<file path="src/hw/rtl/volume_overlay_pixel_generator_assert.svh">
// Assertion macros shared by the volume overlay RTL.
// Each macro expects signals named clk and rst_n in the enclosing scope.
`ifndef VOLUME_OVERLAY_PIXEL_GENERATOR_ASSERT_SVH
`define VOLUME_OVERLAY_PIXEL_GENERATOR_ASSERT_SVH

// The consequent must hold in the same cycle as the antecedent.
`define VOPG_ASSERT_NOW(label, ante, cons, msg) \
  label: assert property (@(posedge clk) disable iff (!rst_n) (ante) |-> (cons)) \
    else $error(msg);

// The consequent must hold in the cycle after the antecedent.
`define VOPG_ASSERT_NEXT(label, ante, cons, msg) \
  label: assert property (@(posedge clk) disable iff (!rst_n) (ante) |=> (cons)) \
    else $error(msg);

`endif

</file>
<file path="src/hw/rtl/volp_pkg.sv">
package volp_pkg;

  typedef struct packed {
    logic [6:0] pixel_column;
    logic [7:0] pixel_row;
  } volp_in_t;

  typedef struct packed {
    logic        pixel_lit;
    logic [15:0] pixel_colour;
  } volp_out_t;

  typedef struct packed {
    logic [6:0] volume_percent;
    logic       mute_flag;
  } volp_cfg_t;

  localparam int CFG_INDEX_W = 2;
  localparam logic [CFG_INDEX_W-1:0] CFG_IDX_VOLUME = 2'd0;
  localparam logic [CFG_INDEX_W-1:0] CFG_IDX_MUTE   = 2'd1;

  localparam logic [6:0]  PERCENT_MAX = 7'd100;
  localparam logic [15:0] COLOUR_LIT  = 16'hFFFF;
  localparam logic [15:0] COLOUR_DARK = 16'h0000;

  localparam logic [4:0] GLYPH_PERCENT = 5'd10;
  localparam logic [4:0] GLYPH_V       = 5'd11;
  localparam logic [4:0] GLYPH_O       = 5'd12;
  localparam logic [4:0] GLYPH_L       = 5'd13;
  localparam logic [4:0] GLYPH_U       = 5'd14;
  localparam logic [4:0] GLYPH_M       = 5'd15;
  localparam logic [4:0] GLYPH_E       = 5'd16;
  localparam logic [4:0] GLYPH_T       = 5'd17;

  localparam logic [6:0] FONT [18][5] = '{
    '{7'h3E, 7'h51, 7'h49, 7'h45, 7'h3E}, '{7'h00, 7'h42, 7'h7F, 7'h40, 7'h00},
    '{7'h42, 7'h61, 7'h51, 7'h49, 7'h46}, '{7'h21, 7'h41, 7'h45, 7'h4B, 7'h31},
    '{7'h18, 7'h14, 7'h12, 7'h7F, 7'h10}, '{7'h27, 7'h45, 7'h45, 7'h45, 7'h39},
    '{7'h3C, 7'h4A, 7'h49, 7'h49, 7'h30}, '{7'h01, 7'h71, 7'h09, 7'h05, 7'h03},
    '{7'h36, 7'h49, 7'h49, 7'h49, 7'h36}, '{7'h06, 7'h49, 7'h49, 7'h29, 7'h1E},
    '{7'h63, 7'h13, 7'h08, 7'h64, 7'h63}, '{7'h1F, 7'h20, 7'h40, 7'h20, 7'h1F},
    '{7'h3E, 7'h41, 7'h41, 7'h41, 7'h3E}, '{7'h7F, 7'h40, 7'h40, 7'h40, 7'h40},
    '{7'h3F, 7'h40, 7'h40, 7'h40, 7'h3F}, '{7'h7F, 7'h02, 7'h0C, 7'h02, 7'h7F},
    '{7'h7F, 7'h49, 7'h49, 7'h49, 7'h41}, '{7'h01, 7'h01, 7'h7F, 7'h01, 7'h01}
  };

  localparam logic [4:0] TITLE_CODES [6] = '{
    GLYPH_V, GLYPH_O, GLYPH_L, GLYPH_U, GLYPH_M, GLYPH_E
  };

endpackage

</file>
<file path="src/hw/rtl/volp_cfg.sv">
module volp_cfg (
  input  logic                            clk,
  input  logic                            rst_n,
  input  logic                            cfg_write,
  input  logic [volp_pkg::CFG_INDEX_W-1:0] cfg_index,
  input  logic [6:0]                      cfg_data,
  output volp_pkg::volp_cfg_t             cfg_q
);
  import volp_pkg::*;

  logic [6:0] percent_r, percent_nxt;
  logic       mute_r, mute_nxt;

  always_comb begin
    percent_nxt = percent_r;
    mute_nxt    = mute_r;
    if (cfg_write) begin
      case (cfg_index)
        CFG_IDX_VOLUME: percent_nxt = (cfg_data > PERCENT_MAX) ? PERCENT_MAX : cfg_data;
        CFG_IDX_MUTE:   mute_nxt    = cfg_data[0];
        default: ;
      endcase
    end
  end

  always_ff @(posedge clk) begin
    if (!rst_n) begin
      percent_r <= 7'd0;
      mute_r    <= 1'b0;
    end else begin
      percent_r <= percent_nxt;
      mute_r    <= mute_nxt;
    end
  end

  assign cfg_q.volume_percent = percent_r;
  assign cfg_q.mute_flag      = mute_r;

endmodule

</file>
<file path="src/hw/rtl/volp_render.sv">
module volp_render (
  input  volp_pkg::volp_in_t  pixel,
  input  volp_pkg::volp_cfg_t cfg,
  output volp_pkg::volp_out_t result
);
  import volp_pkg::*;

  logic [6:0]  x;
  logic [7:0]  y;
  logic        title_lit, value_lit, border_lit, fill_lit, lit;

  assign x = pixel.pixel_column;
  assign y = pixel.pixel_row;

  // The title is drawn at scale 2 with its first glyph at column 13.
  always_comb begin
    logic [6:0] t_rel;
    logic [2:0] t_idx;
    logic [3:0] t_within;
    logic [7:0] t_dy;
    logic [2:0] t_col;
    logic [2:0] t_row;
    t_rel = x - 7'd13;
    t_idx = 3'd0;
    for (int k = 1; k < 6; k++) begin
      if (t_rel >= 7'(k * 12)) t_idx = 3'(k);
    end
    t_within = 4'(t_rel - 7'(t_idx) * 7'd12);
    t_dy     = y - 8'd14;
    t_col    = t_within[3:1];
    t_row    = t_dy[3:1];
    title_lit = 1'b0;
    if (y >= 8'd14 && y < 8'd28 && x >= 7'd13 && t_rel < 7'd72 && t_within < 4'd10) begin
      title_lit = FONT[TITLE_CODES[t_idx]][t_col][t_row];
    end
  end

  // The value text is drawn at scale 3, centred on its own length.
  always_comb begin
    logic [14:0] v_tenprod;
    logic [3:0]  v_tens;
    logic [3:0]  v_ones;
    logic [4:0]  v_codes [4];
    logic [2:0]  v_len;
    logic [6:0]  v_x0;
    logic [6:0]  v_rel;
    logic [6:0]  v_span;
    logic [1:0]  v_idx;
    logic [4:0]  v_within;
    logic [7:0]  v_dy;
    logic [2:0]  v_col;
    logic [2:0]  v_row;
    v_tenprod = 15'(cfg.volume_percent) * 15'd205;
    v_tens    = v_tenprod[14:11];
    v_ones    = 4'(cfg.volume_percent - 7'(v_tens) * 7'd10);
    if (cfg.mute_flag) begin
      v_codes = '{GLYPH_M, GLYPH_U, GLYPH_T, GLYPH_E};
      v_len   = 3'd4;
      v_x0    = 7'd13;
    end else if (cfg.volume_percent >= PERCENT_MAX) begin
      v_codes = '{5'd1, 5'd0, 5'd0, GLYPH_PERCENT};
      v_len   = 3'd4;
      v_x0    = 7'd13;
    end else if (cfg.volume_percent >= 7'd10) begin
      v_codes = '{{1'b0, v_tens}, {1'b0, v_ones}, GLYPH_PERCENT, 5'd0};
      v_len   = 3'd3;
      v_x0    = 7'd22;
    end else begin
      v_codes = '{5'(cfg.volume_percent), GLYPH_PERCENT, 5'd0, 5'd0};
      v_len   = 3'd2;
      v_x0    = 7'd31;
    end
    v_rel  = x - v_x0;
    v_span = 7'(v_len) * 7'd18;
    v_idx  = 2'd0;
    for (int k = 1; k < 4; k++) begin
      if (v_rel >= 7'(k * 18)) v_idx = 2'(k);
    end
    v_within = 5'(v_rel - 7'(v_idx) * 7'd18);
    v_col    = 3'd0;
    for (int k = 1; k < 5; k++) begin
      if (v_within >= 5'(k * 3)) v_col = 3'(k);
    end
    v_dy  = y - 8'd55;
    v_row = 3'd0;
    for (int k = 1; k < 7; k++) begin
      if (v_dy >= 8'(k * 3)) v_row = 3'(k);
    end
    value_lit = 1'b0;
    if (y >= 8'd55 && y < 8'd76 && x >= v_x0 && v_rel < v_span && v_within < 5'd15) begin
      value_lit = FONT[v_codes[v_idx]][v_col][v_row];
    end
  end

  always_comb begin
    logic [13:0] fill_lhs;
    logic [13:0] fill_rhs;
    border_lit = (x >= 7'd10 && x <= 7'd85 &&
                  (y == 8'd108 || y == 8'd109 || y == 8'd126 || y == 8'd127)) ||
                 (y >= 8'd108 && y <= 8'd127 &&
                  (x == 7'd10 || x == 7'd11 || x == 7'd84 || x == 7'd85));
    // The column lies within the fill when (x - 13) * 100 does not exceed 68 * percent.
    fill_lhs = 14'(x - 7'd13) * 14'd100;
    fill_rhs = 14'(cfg.volume_percent) * 14'd68;
    fill_lit = !cfg.mute_flag && y >= 8'd112 && y <= 8'd123 && x >= 7'd14 &&
               fill_lhs <= fill_rhs;
  end

  assign lit                 = title_lit || value_lit || border_lit || fill_lit;
  assign result.pixel_lit    = lit;
  assign result.pixel_colour = lit ? COLOUR_LIT : COLOUR_DARK;

endmodule

</file>
<file path="src/hw/rtl/volume_overlay_pixel_generator.sv">
// Volume overlay pixel generator: each request carries one pixel coordinate of the
// 96 by 160 panel and yields one result saying whether that pixel is lit and its
// RGB565 colour. One request is taken every clock while the input is not stalled. An
// accepted request is loaded into the input register, and its result moves into the
// result register once that register is empty or its result is being taken; the glyph,
// bar and border logic lies between the two registers. A stall
// from the result side holds the result register, and the input side is stalled in the
// same cycle only when both registers are full.
// The percent and mute registers are written through the configuration port, which
// is always ready; a percent above 100 is stored as 100, and writes to other indices
// are ignored. Write them only while no request is in flight.
`include "volume_overlay_pixel_generator_assert.svh"

module volume_overlay_pixel_generator (
  input  logic                             clk,
  input  logic                             rst_n,
  input  logic                             in_valid,
  output logic                             in_stall,
  input  volp_pkg::volp_in_t               in_data,
  output logic                             out_valid,
  input  logic                             out_stall,
  output volp_pkg::volp_out_t              out_data,
  input  logic                             cfg_valid,
  output logic                             cfg_ready,
  input  logic [volp_pkg::CFG_INDEX_W-1:0] cfg_index,
  input  logic [6:0]                       cfg_data
);
  import volp_pkg::*;

  volp_cfg_t cfg_q;
  volp_out_t render_q;
  volp_in_t  s1_pix_r, s1_pix_nxt;
  logic      s1_valid_r, s1_valid_nxt;
  volp_out_t out_data_r, out_data_nxt;
  logic      out_valid_r, out_valid_nxt;
  logic      adv1, adv2;

  assign cfg_ready = 1'b1;

  volp_cfg u_cfg (
    .clk       (clk),
    .rst_n     (rst_n),
    .cfg_write (cfg_valid && cfg_ready),
    .cfg_index (cfg_index),
    .cfg_data  (cfg_data),
    .cfg_q     (cfg_q)
  );

  volp_render u_render (
    .pixel  (s1_pix_r),
    .cfg    (cfg_q),
    .result (render_q)
  );

  assign adv2     = !out_valid_r || !out_stall;
  assign adv1     = !s1_valid_r || adv2;
  assign in_stall = !adv1;

  always_comb begin
    s1_valid_nxt  = adv1 ? in_valid : s1_valid_r;
    s1_pix_nxt    = (adv1 && in_valid) ? in_data : s1_pix_r;
    out_valid_nxt = adv2 ? s1_valid_r : out_valid_r;
    out_data_nxt  = (adv2 && s1_valid_r) ? render_q : out_data_r;
  end

  always_ff @(posedge clk) begin
    if (!rst_n) begin
      s1_valid_r  <= 1'b0;
      out_valid_r <= 1'b0;
    end else begin
      s1_valid_r  <= s1_valid_nxt;
      out_valid_r <= out_valid_nxt;
    end
  end

  always_ff @(posedge clk) begin
    s1_pix_r   <= s1_pix_nxt;
    out_data_r <= out_data_nxt;
  end

  assign out_valid = out_valid_r;
  assign out_data  = out_data_r;

  `VOPG_ASSERT_NOW(a_stall_only_when_full, in_stall, s1_valid_r && out_valid_r,
    "Input stalled while a pipeline stage was free.")
  `VOPG_ASSERT_NEXT(a_accept_fills_stage, in_valid && !in_stall, s1_valid_r,
    "Accepted request did not reach the input register.")
  `VOPG_ASSERT_NEXT(a_stage_moves_on, s1_valid_r && !out_valid_r, out_valid_r,
    "Input register did not move into an empty result register.")
  `VOPG_ASSERT_NEXT(a_percent_saturates,
    cfg_valid && cfg_ready && cfg_index == CFG_IDX_VOLUME && cfg_data > PERCENT_MAX,
    cfg_q.volume_percent == PERCENT_MAX,
    "Percent write above range was not saturated.")

endmodule

</file>
<file path="config.mk">
export PLATFORM = sky130hd
export DESIGN_NAME = volume_overlay_pixel_generator
export DESIGN_NICKNAME = d
export VERILOG_FILES = /design/src/hw/rtl/volp_pkg.sv /design/src/hw/rtl/volp_cfg.sv /design/src/hw/rtl/volp_render.sv /design/src/hw/rtl/volume_overlay_pixel_generator.sv
export VERILOG_INCLUDE_DIRS = /design/src /design/src/hw/rtl
export SDC_FILE = /design/constraint.sdc
export NUM_CORES = 1
export LEC_CHECK = 0
export BUFFER_PORTS_ARGS = -buffer_cell sky130_fd_sc_hd__buf_2
export CORE_UTILIZATION = 64
export CTS_BUF_LIST = sky130_fd_sc_hd__clkbuf_16
export CTS_CLUSTER_SIZE = 16
export DETAILED_ROUTE_END_ITERATION = 10
export PLACE_DENSITY = 0.87
export SETUP_SLACK_MARGIN = 0.4
export SYNTH_ARGS = -nofsm -noshare
export SYNTH_HDL_FRONTEND = slang
export SYNTH_SLANG_ARGS = --single-unit
</file>
<file path="constraint.sdc">
create_clock -name clk -period 8.4 [get_ports clk]
set_clock_uncertainty 0.05 [all_clocks]
set_input_delay 1.68 -clock clk [delete_from_list [all_inputs] [get_ports clk]]
set_output_delay 1.68 -clock clk [all_outputs]
set_load 0.02 [all_outputs]
</file>
==> metrics <==
outcome=complete, no violations; CTS tree=yes; Syn Area/Cell=8.07 um^2; Synth top cells by count=ha_1, inv_1, nand2_1; worst-skew pair later-pin latency=280 ps; DRT Pass-1 Iters=6; hold_buf cts=0; Tcrit/Tclk final=87.6%; crit-path max FO=26; routability cong.=0.936; largest net degree at the start of global routing=27; via count=6307; TritonCTS Buffers=3; Post-synth ARST share=0%; worst slew pin tran=1040 ps; row cnt=36; cts repair resizes=0; synth top area cells=ha_1, edfxtp_1, fa_1; DRC Markers=0; hold crit path type=flip-flop to flip-flop; clock buffer depth=2; Register Area=681 um^2; WL final=16.8 mm; Antenna Nets Post-Route=0; kind of critical path=flip-flop to flip-flop; ys flop type=edfxtp_1; Final min period=7360 ps; final hold violations=0; clk sinks=26; Die Height=104 um; Ant. Diodes=0; die width=104 um; first-pass GRT wire length=27.9 mm; Critical Path Sink Type=flip-flop; PortBufs=47; fin util=69.2%; Fillers=792; Req. time, crit path=8450 ps; Yosys cell types=98; initial antenna violation count=0; worst hold slack=480 ps; Max Fclk=136 MHz; post-synth top area share=23.9%; final setup fails=0; H-tree Lvls=1; CP arrival=7420 ps; Die ar.=10800 um^2; Pleak=3.27 nW; Cell Pwr Density=170 nW/um^2; Syn Inst Count=823; I/O pins=49; EDFF count, synth=16; area leader, netlist=ha_1; core area=9910 um^2; Reg2Reg Setup Slack=1040 ps; Peak VDD IR=0.148 mV; dpl ws=1130 ps; DP HPWL=13.4 mm; Total GRT Usage=30.8%; Slew Viols, Final=0; Area growth syn-to-layout=3.30%; RSZ-0062 raised after global routing=no; multi-input logic area=5370 um^2; slew margin rel.=30.9%; Nets=1002; max cap viols=0; Setup crit start kind=flip-flop; post-CTS setup buffers=0; count leader, synth=ha_1; sequential fraction of the synthesis area=10.3%; initial core utilization=67.0%; final setup margin=1040 ps; Root Driver=clkbuf_16; Synthesized Nets=996; Final TNS setup=0 ps; total design power=1.17 mW; Synth Warn #=0; vias per inst=6.56; drt wl/cell=17.5 um; gr ovfl total=0; layout cells sized above 1=10.5%; vias in the first global route=6079; DR iter-0 viols=609; Synth Register Bits=26; clock transition at the registers of the reported paths=80 ps; Netlist Area Pre-Place=6640 um^2
## placed cells by master, fill, tap and decap left out, types with 14 or more instances in the layout
cell type and n:
edfxtp_1 16, nand3_1 14, ha_1 127, inv_1 75, a21oi_1 54, xnor2_1 25
nor2b_1 15, buf_2 47, o21ai_0 41, fa_1 17, nor2_1 49, nand2_1 58
nor3_1 18
## logic make-up (layout without fill, tap and decap cells)
kind of cell / Yosys count / count (layout) / share of synthesized area [%]
other: 1 / 1 / 0.0565
xor gates and xnor gates: 41 / 41 / 5.84
muxes: 9 / 9 / 1.38
adders and majority gates: 145 / 145 / 29.2
buffers and inverters: 127 / 132 / 8.89
DFF: 26 / 26 / 10.3
AOI/OAI and AO/OA: 241 / 241 / 25.9
and+or+nand+nor: 233 / 233 / 18.4
## final cells by class
class                           instances  share of cell area, %
Sequential cell                        26                   9.92
Tap cell                              133                   2.43
Inverter                               80                   4.38
Clock buffer                            4                   1.46
Multi-Input combinational cell        670                   78.3
Timing Repair Buffer                   48                   3.54
## per-stage QoR
stage                     instance area [um^2]  cells
after floorplan                           6640    823
after CTS                                 6860    961
after global placement                    6760    957
after detailed placement                  6760    957
final                                     6860    961
after global routing                      6860    961
## sequential cells by signal (all words and copies together), names as in the netlist
register         cells
s1_pix_r            15
u_cfg.percent_r      7
out_data             1
out_valid            1
s1_valid_r           1
u_cfg.mute_r         1
## where the power goes
group          total [mW]  switching [mW]  internal, mW  leakage (nW)
sequential          0.157          0.0146         0.143         0.237
clock               0.136          0.0530        0.0833        0.0493
combinational       0.872           0.530         0.342          2.98
## layer usage
layer  track usage (%)  up-vias  wire length (um)
met3              5.45       46              1380
met1              38.0     2956              6960
met2              54.2      333              8080
met4              9.90        0               428
li1                  -     2972                 -
met5                 0        -                 0
## worst paths after layout
path,start,end,cells after the start
worst max-delay path,u_cfg.percent_r[4],out_data[14],25
worst min-delay path,s1_valid_r,out_valid,2
worst max register to register,u_cfg.percent_r[4],out_data[14],25
worst min register to register,s1_valid_r,out_valid,2
## critical path: stages, from the launching register on
cell       delay (ps)
dfxtp_1           540
inv_1             180
ha_1              350
inv_1              60
fa_1              500
inv_1              40
ha_1              300
fa_1              410
ha_1              310
a211oi_1          310
o21bai_1          180
or2_2             340
xor2_1            170
ha_1              210
fa_1              370
xnor2_1           150
xnor2_1           250
o211a_1           240
nor4_4             60
o21ai_2           820
a21oi_1           150
or4b_1            540
o211a_1           120
o2111ai_1         190
a32oi_1            90
o31ai_1           240
Power figures use the tool's default switching activity.
